==> config.mk <==
export PLATFORM = sky130hd
export DESIGN_NAME = bpa_ctrl
export DESIGN_NICKNAME = d
export VERILOG_FILES = /design/src/design/bpa_pkg.sv /design/src/design/bpa_ctrl.sv
export SDC_FILE = /design/constraint.sdc
export NUM_CORES = 1
export LEC_CHECK = 0
export ABC_AREA = 1
export BUFFER_PORTS_ARGS = -buffer_cell sky130_fd_sc_hd__buf_4
export CAP_MARGIN = 0
export CORE_AREA = 3 3 40 42
export CTS_BUF_LIST = sky130_fd_sc_hd__clkbuf_8
export CTS_CLUSTER_DIAMETER = 120
export DETAILED_ROUTE_END_ITERATION = 10
export DIE_AREA = 0 0 43 45
export GPL_TIMING_DRIVEN = 0
export SYNTH_ARGS = -nofsm -noshare
export SYNTH_HDL_FRONTEND = slang
export SYNTH_SLANG_ARGS = --single-unit
==> constraint.sdc <==
create_clock -name clk -period 1.16 [get_ports clk]
set_clock_uncertainty 0.1 [all_clocks]
set_input_delay 0.116 -clock clk [delete_from_list [all_inputs] [get_ports clk]]
set_output_delay 0.116 -clock clk [all_outputs]
set_load 0.01 [all_outputs]
==> src/design/bpa_pkg.sv <==
package bpa_pkg;

    localparam int PAGES          = 65536;
    localparam int RESERVED_PAGES = 256;
    localparam int WORD_W         = 32;
    localparam int BIT_W          = $clog2(WORD_W);
    localparam int MAP_WORDS      = (PAGES + WORD_W - 1) / WORD_W;
    localparam int WADDR_W        = $clog2(MAP_WORDS);
    localparam int CNT_W          = WADDR_W + 1;
    localparam int PAGE_W         = 16;
    localparam int LEN_W          = 17;
    // wide enough for page + length and for PAGES itself
    localparam int SPAN_W         = ($clog2(PAGES) + 1 > LEN_W + 1) ?
                                    $clog2(PAGES) + 1 : LEN_W + 1;

    typedef enum logic [1:0] {
        OP_ALLOC,
        OP_FREE,
        OP_TEST,
        OP_RESERVE
    } op_t;

    typedef enum logic [2:0] {
        ST_INIT,
        ST_IDLE,
        ST_PREP,
        ST_TEST,
        ST_SCAN,
        ST_SWEEP,
        ST_FIN
    } state_t;

    typedef struct packed {
        logic init_wr;
        logic load;
        logic adv;
        logic wr;
        logic scan;
        logic fail;
        logic test_take;
        logic out_load;
    } cmd_t;

    typedef struct packed {
        logic init_last;
        op_t  op;
        logic len_zero;
        logic sweep_empty;
        logic issue_done;
        logic pipe_valid;
        logic hit;
    } sts_t;

endpackage

==> src/design/bpa_ctrl.sv <==
module bpa_ctrl
    import bpa_pkg::*;
(
    input  logic clk,
    input  logic rst_n,
    input  logic in_valid,
    output logic in_stall,
    output logic out_valid,
    input  logic out_stall,
    input  sts_t sts,
    output cmd_t cmd
);

    state_t state_reg;
    state_t state_next;
    logic   out_valid_reg;
    logic   out_valid_next;

    always_ff @(posedge clk or negedge rst_n)
    begin
        if (!rst_n)
        begin
            state_reg     <= ST_INIT;
            out_valid_reg <= 1'b0;
        end
        else
        begin
            state_reg     <= state_next;
            out_valid_reg <= out_valid_next;
        end
    end

    always_comb
    begin
        state_next = state_reg;
        cmd        = '0;
        unique case (state_reg)
            ST_INIT:
            begin
                cmd.init_wr = 1'b1;
                if (sts.init_last)
                    state_next = ST_IDLE;
            end
            ST_IDLE:
            begin
                if (in_valid)
                begin
                    cmd.load   = 1'b1;
                    state_next = ST_PREP;
                end
            end
            ST_PREP:
            begin
                unique case (sts.op)
                    OP_ALLOC:
                    begin
                        if (sts.len_zero)
                        begin
                            cmd.fail   = 1'b1;
                            state_next = ST_FIN;
                        end
                        else
                            state_next = ST_SCAN;
                    end
                    OP_TEST:
                        state_next = ST_TEST;
                    default:
                        state_next = sts.sweep_empty ? ST_FIN : ST_SWEEP;
                endcase
            end
            ST_TEST:
            begin
                cmd.test_take = 1'b1;
                state_next    = ST_FIN;
            end
            ST_SCAN:
            begin
                cmd.scan = 1'b1;
                cmd.adv  = ~sts.issue_done & ~sts.hit;
                if (sts.hit)
                    state_next = ST_SWEEP;
                else if (sts.issue_done && !sts.pipe_valid)
                begin
                    cmd.fail   = 1'b1;
                    state_next = ST_FIN;
                end
            end
            ST_SWEEP:
            begin
                cmd.wr  = 1'b1;
                cmd.adv = ~sts.issue_done;
                if (sts.issue_done && !sts.pipe_valid)
                    state_next = ST_FIN;
            end
            ST_FIN:
            begin
                if (!out_valid_reg || !out_stall)
                begin
                    cmd.out_load = 1'b1;
                    state_next   = ST_IDLE;
                end
            end
            default:
                state_next = ST_INIT;
        endcase
    end

    always_comb
    begin
        out_valid_next = out_valid_reg;
        if (out_valid_reg && !out_stall)
            out_valid_next = 1'b0;
        if (cmd.out_load)
            out_valid_next = 1'b1;
    end

    assign in_stall  = (state_reg != ST_IDLE);
    assign out_valid = out_valid_reg;

endmodule

==> results_tabular.tex <==
\begin{tabular}{lr}
\hline
Metric & Value \\
\hline
\multicolumn{2}{l}{\textbf{Run status}} \\
Status & complete, but fails checks \\
Violated checks & setup timing \\
\multicolumn{2}{l}{\textbf{Global route}} \\
Wire length of the first global-routing pass & 1970 µm \\
Number of global-route vias before repair & 508 \\
Total routing usage reported by global routing & 0.138 \\
Remaining global-route overflow & 0 \\
Largest net degree at the start of global routing & 7 \\
Antenna violations before repair & 0 \\
\multicolumn{2}{l}{\textbf{Die}} \\
Die extent in x & 43 µm \\
Die height & 45 µm \\
Placeable core area & 1280 µm² \\
Placement Rows & 13 \\
Top-level I/O count & 22 \\
Die Outline Area & 1940 µm² \\
Initial core utilization & 0.295 \\
\multicolumn{2}{l}{\textbf{Clock network}} \\
CTS tree & done \\
CTS buffer count & 3 \\
Clock-pin slew on the worst setup and hold paths & 30 ps \\
Insertion delay of the later-clocked pin in the worst-skew pair & 220 ps \\
Deepest level of the CTS H-tree & 1 \\
CTS Root Cell & sky130\_fd\_sc\_hd\_\_clkbuf\_8 \\
Maximum root-to-sink buffer count & 2 \\
Sinks on the clock net & 4 \\
\multicolumn{2}{l}{\textbf{Synth}} \\
Warnings from Yosys & 0 \\
Number of flops mapped to enable cells by yosys & 0 \\
\#FFs+latches synth & 4 \\
Share of the yosys chip area belonging to registers & 0.264 \\
Synth Cell Area & 379 µm² \\
Syn Inst Count & 68 \\
Synthesized area per cell & 5.58 µm² \\
Largest cells by area after synthesis & sky130\_fd\_sc\_hd\_\_dfrtp\_1 26\%, sky130\_fd\_sc\_hd\_\_nand2\_1 19\%, sky130\_fd\_sc\_hd\_\_inv\_1 15\% \\
Fraction of post-synthesis cell area in the top cell type by area & 0.264 \\
Top-count cell post-synth & sky130\_fd\_sc\_hd\_\_nand2\_1 \\
Post-synth ARST share & 1.00 \\
Post-synth cell types & 14 \\
Ranking of synthesized cells by instance count & 19 x sky130\_fd\_sc\_hd\_\_nand2\_1, 15 x sky130\_fd\_sc\_hd\_\_inv\_1, 10 x sky130\_fd\_sc\_hd\_\_nor2\_1 \\
Top\_reg\_cell synth & sky130\_fd\_sc\_hd\_\_dfrtp\_1 \\
Mapped Nets & 80 \\
Library cell with the largest summed area after synthesis & sky130\_fd\_sc\_hd\_\_dfrtp\_1 \\
\multicolumn{2}{l}{\textbf{Routing}} \\
Detailed-route wire length & 1320 µm \\
Antenna Nets Post-Route & 0 \\
\# DRC & 0 \\
Number of vias in the routed layout & 539 \\
DRC violation total after the first TritonRoute iteration & 9 \\
Post-detailed-route via-to-cell ratio & 4.49 \\
Number of iterations in the first detailed-routing pass & 4 \\
Routed len/inst & 11.0 µm \\
\multicolumn{2}{l}{\textbf{Finish}} \\
Filler cell count & 107 \\
Final design area excluding fillers & 812 µm² \\
Layout net count & 119 \\
Max reg flops & 3 \\
Non-filler cells, final & 120 \\
Layout Area Growth over Synthesis & 114\% \\
Proportion of layout cells with a drive suffix above 1 & 0.600 \\
Count of inserted antenna diode cells & 0 \\
\multicolumn{2}{l}{\textbf{STA}} \\
Worst path setup slack after routing & -263 ps \\
RSZ-0062 raised after global routing & true \\
Period Utilization, post-route & 1.23 \\
Post-route minimum period & 1420 ps \\
Worst hold slack across all endpoints & 31.7 ps \\
Top achievable clock speed & 0.703 GHz \\
Transition time at the pin with the least slew margin & 201 ps \\
Final count of negative-setup-slack endpoints & 12 \\
Final count of hold timing violations & 0 \\
Slew Limit Fails & 0 \\
Worst-case headroom to the max-slew limit & 0.866 \\
\multicolumn{2}{l}{\textbf{Critical path}} \\
Data arrival at the endpoint of the critical path & 1210 ps \\
Largest delay contributor family on the critical path & flip-flops \\
Slowest CP cell & sky130\_fd\_sc\_hd\_\_dfrtp\_2 \\
Required time worst endpoint & 940 ps \\
Critical path peak fanout & 4 \\
Bufs and invs on worst path & 3 \\
Crit Reg-Reg Endpoint & state\_reg[0] \\
Reg-to-reg startpoint & state\_reg[1] \\
Register-to-register path setup slack & -180 ps \\
Critical path endpoint category & output pin \\
Critical Path, Cell by Cell & inv\_4 > nand2\_4 > a21oi\_4 > inv\_2 > nor2\_2 > buf\_4 \\
Kind of launch point of the worst setup path & flip-flop \\
Startpoint-to-endpoint class of the critical path & flip-flop to output pin \\
Largest incremental delay on the critical path & 450 ps \\
Reg2reg path depth & 9 \\
\multicolumn{2}{l}{\textbf{Pwr}} \\
PD cells & 2500 nW/µm² \\
Maximum vdd drop & 1290 µV \\
Leakage & 0.466 nW \\
\multicolumn{2}{l}{\textbf{Min path}} \\
Type of the worst min-delay path & input pin to flip-flop \\
Cells on Worst Hold Path & 3 \\
Terminating pin of the worst hold path & out\_valid \\
Launch point of the worst hold path & out\_stall \\
\multicolumn{2}{l}{\textbf{Place}} \\
Global placer's final weighted congestion & 0.717 \\
Setup slack after placement & -104 ps \\
Placed Instances & 104 \\
Instance area after placement & 563 µm² \\
Number of buffer cells added on primary ports & 21 \\
Sum of net half-perimeters after detailed placement & 762 µm \\
\multicolumn{2}{l}{\textbf{Flow run}} \\
Number of maximum-capacitance violations & 0 \\
\hline
\end{tabular}
placed cells by master, fill, tap and decap left out, types with 2 or more instances in the layout:
cell type | netlist | routed
sky130_fd_sc_hd__buf_4 | 1 | 28
sky130_fd_sc_hd__nand3_4 | 0 | 2
sky130_fd_sc_hd__dfrtp_2 | 0 | 3
sky130_fd_sc_hd__nor2_2 | 2 | 4
sky130_fd_sc_hd__nor2_4 | 0 | 2
sky130_fd_sc_hd__o21ai_0 | 3 | 2
sky130_fd_sc_hd__inv_1 | 15 | 10
sky130_fd_sc_hd__inv_4 | 0 | 3
sky130_fd_sc_hd__nand3_1 | 8 | 4
sky130_fd_sc_hd__nand3_2 | 1 | 3
sky130_fd_sc_hd__nand2_2 | 1 | 4
sky130_fd_sc_hd__buf_6 | 0 | 6
sky130_fd_sc_hd__nand2_1 | 19 | 15
sky130_fd_sc_hd__clkbuf_8 | 0 | 3
sky130_fd_sc_hd__inv_2 | 1 | 3
sky130_fd_sc_hd__nor2_1 | 10 | 6
routing by layer:
layer,wire length [µm],GRT usage,vias up
li1,-,-,279
met2,730,0.251,16
met4,0,0.108,0
met1,521,0.143,244
met5,0,0,-
met3,71,0.0159,0
repair_timing:
item | in CTS | in global routing
setup endpoints to repair | 11 | 12
hold endpoints to repair | 4 | 0
pin swaps | 3 | 8
hold buffers | 1 | 0
resized for setup | 20 | 15
setup buffers | 9 | 5
worst reg2reg max path: stages, from the launching register on:
cell and delay (ps):
sky130_fd_sc_hd__dfrtp_2 450, sky130_fd_sc_hd__buf_6 150, sky130_fd_sc_hd__nand3_4 90, sky130_fd_sc_hd__buf_6 110
sky130_fd_sc_hd__inv_2 30, sky130_fd_sc_hd__nand2_2 70, sky130_fd_sc_hd__nand2_2 60, sky130_fd_sc_hd__nor2_2 90
sky130_fd_sc_hd__nand2_1 50, sky130_fd_sc_hd__nand2_1 70
stage by stage:
stage	total power [mW]	util	TNS, ps
finish	2.03	0.632	-2180
global route	2.18	0.632	-2760
CTS	1.78	0.580	-1800
detailed placement	1.09	0.438	-328
global placement	1.09	0.438	-377
floorplan	0.785	-	0
worst max-delay path by stage:
| stage | start | cells after the start | end |
|---|---|---|---|
| 6_report | state_reg[1] | 6 | cmd[5] |
| 5_1_grt | state_reg[1] | 6 | cmd[5] |
| 4_1_cts | state_reg[1] | 6 | cmd[5] |
| 3_5_place_dp | state_reg[1] | 6 | cmd[5] |
| 3_3_place_gp | state_reg[1] | 6 | cmd[5] |
| 2_1_floorplan | state_reg[2] | 6 | state_reg[1] |
cell families after synthesis:
group | share of synthesized area
buffers and inverters | 0.178
AOI/OAI and AO/OA | 0.0528
and+or+nand+nor | 0.505
DFF | 0.264
cell type report:
cell class | instances | area (µm²) | share of cell area
inverters | 16 | 67.6 | 0.0832
well taps | 15 | 18.8 | 0.0231
flip-flops and latches | 4 | 104 | 0.128
clock buffers | 3 | 41.3 | 0.0508
multi-input cells | 47 | 293 | 0.361
repair buffers | 35 | 288 | 0.354
power by group:
part / switching, mW / internal, mW / leakage (nW) / total [mW]
Sequential: 0.131 / 0.219 / 0.0470 / 0.350
Clock: 0.0702 / 0.221 / 0.0216 / 0.291
Combinational: 0.681 / 0.704 / 0.398 / 1.38
Note: power is estimated with default switching activity, not from simulation.
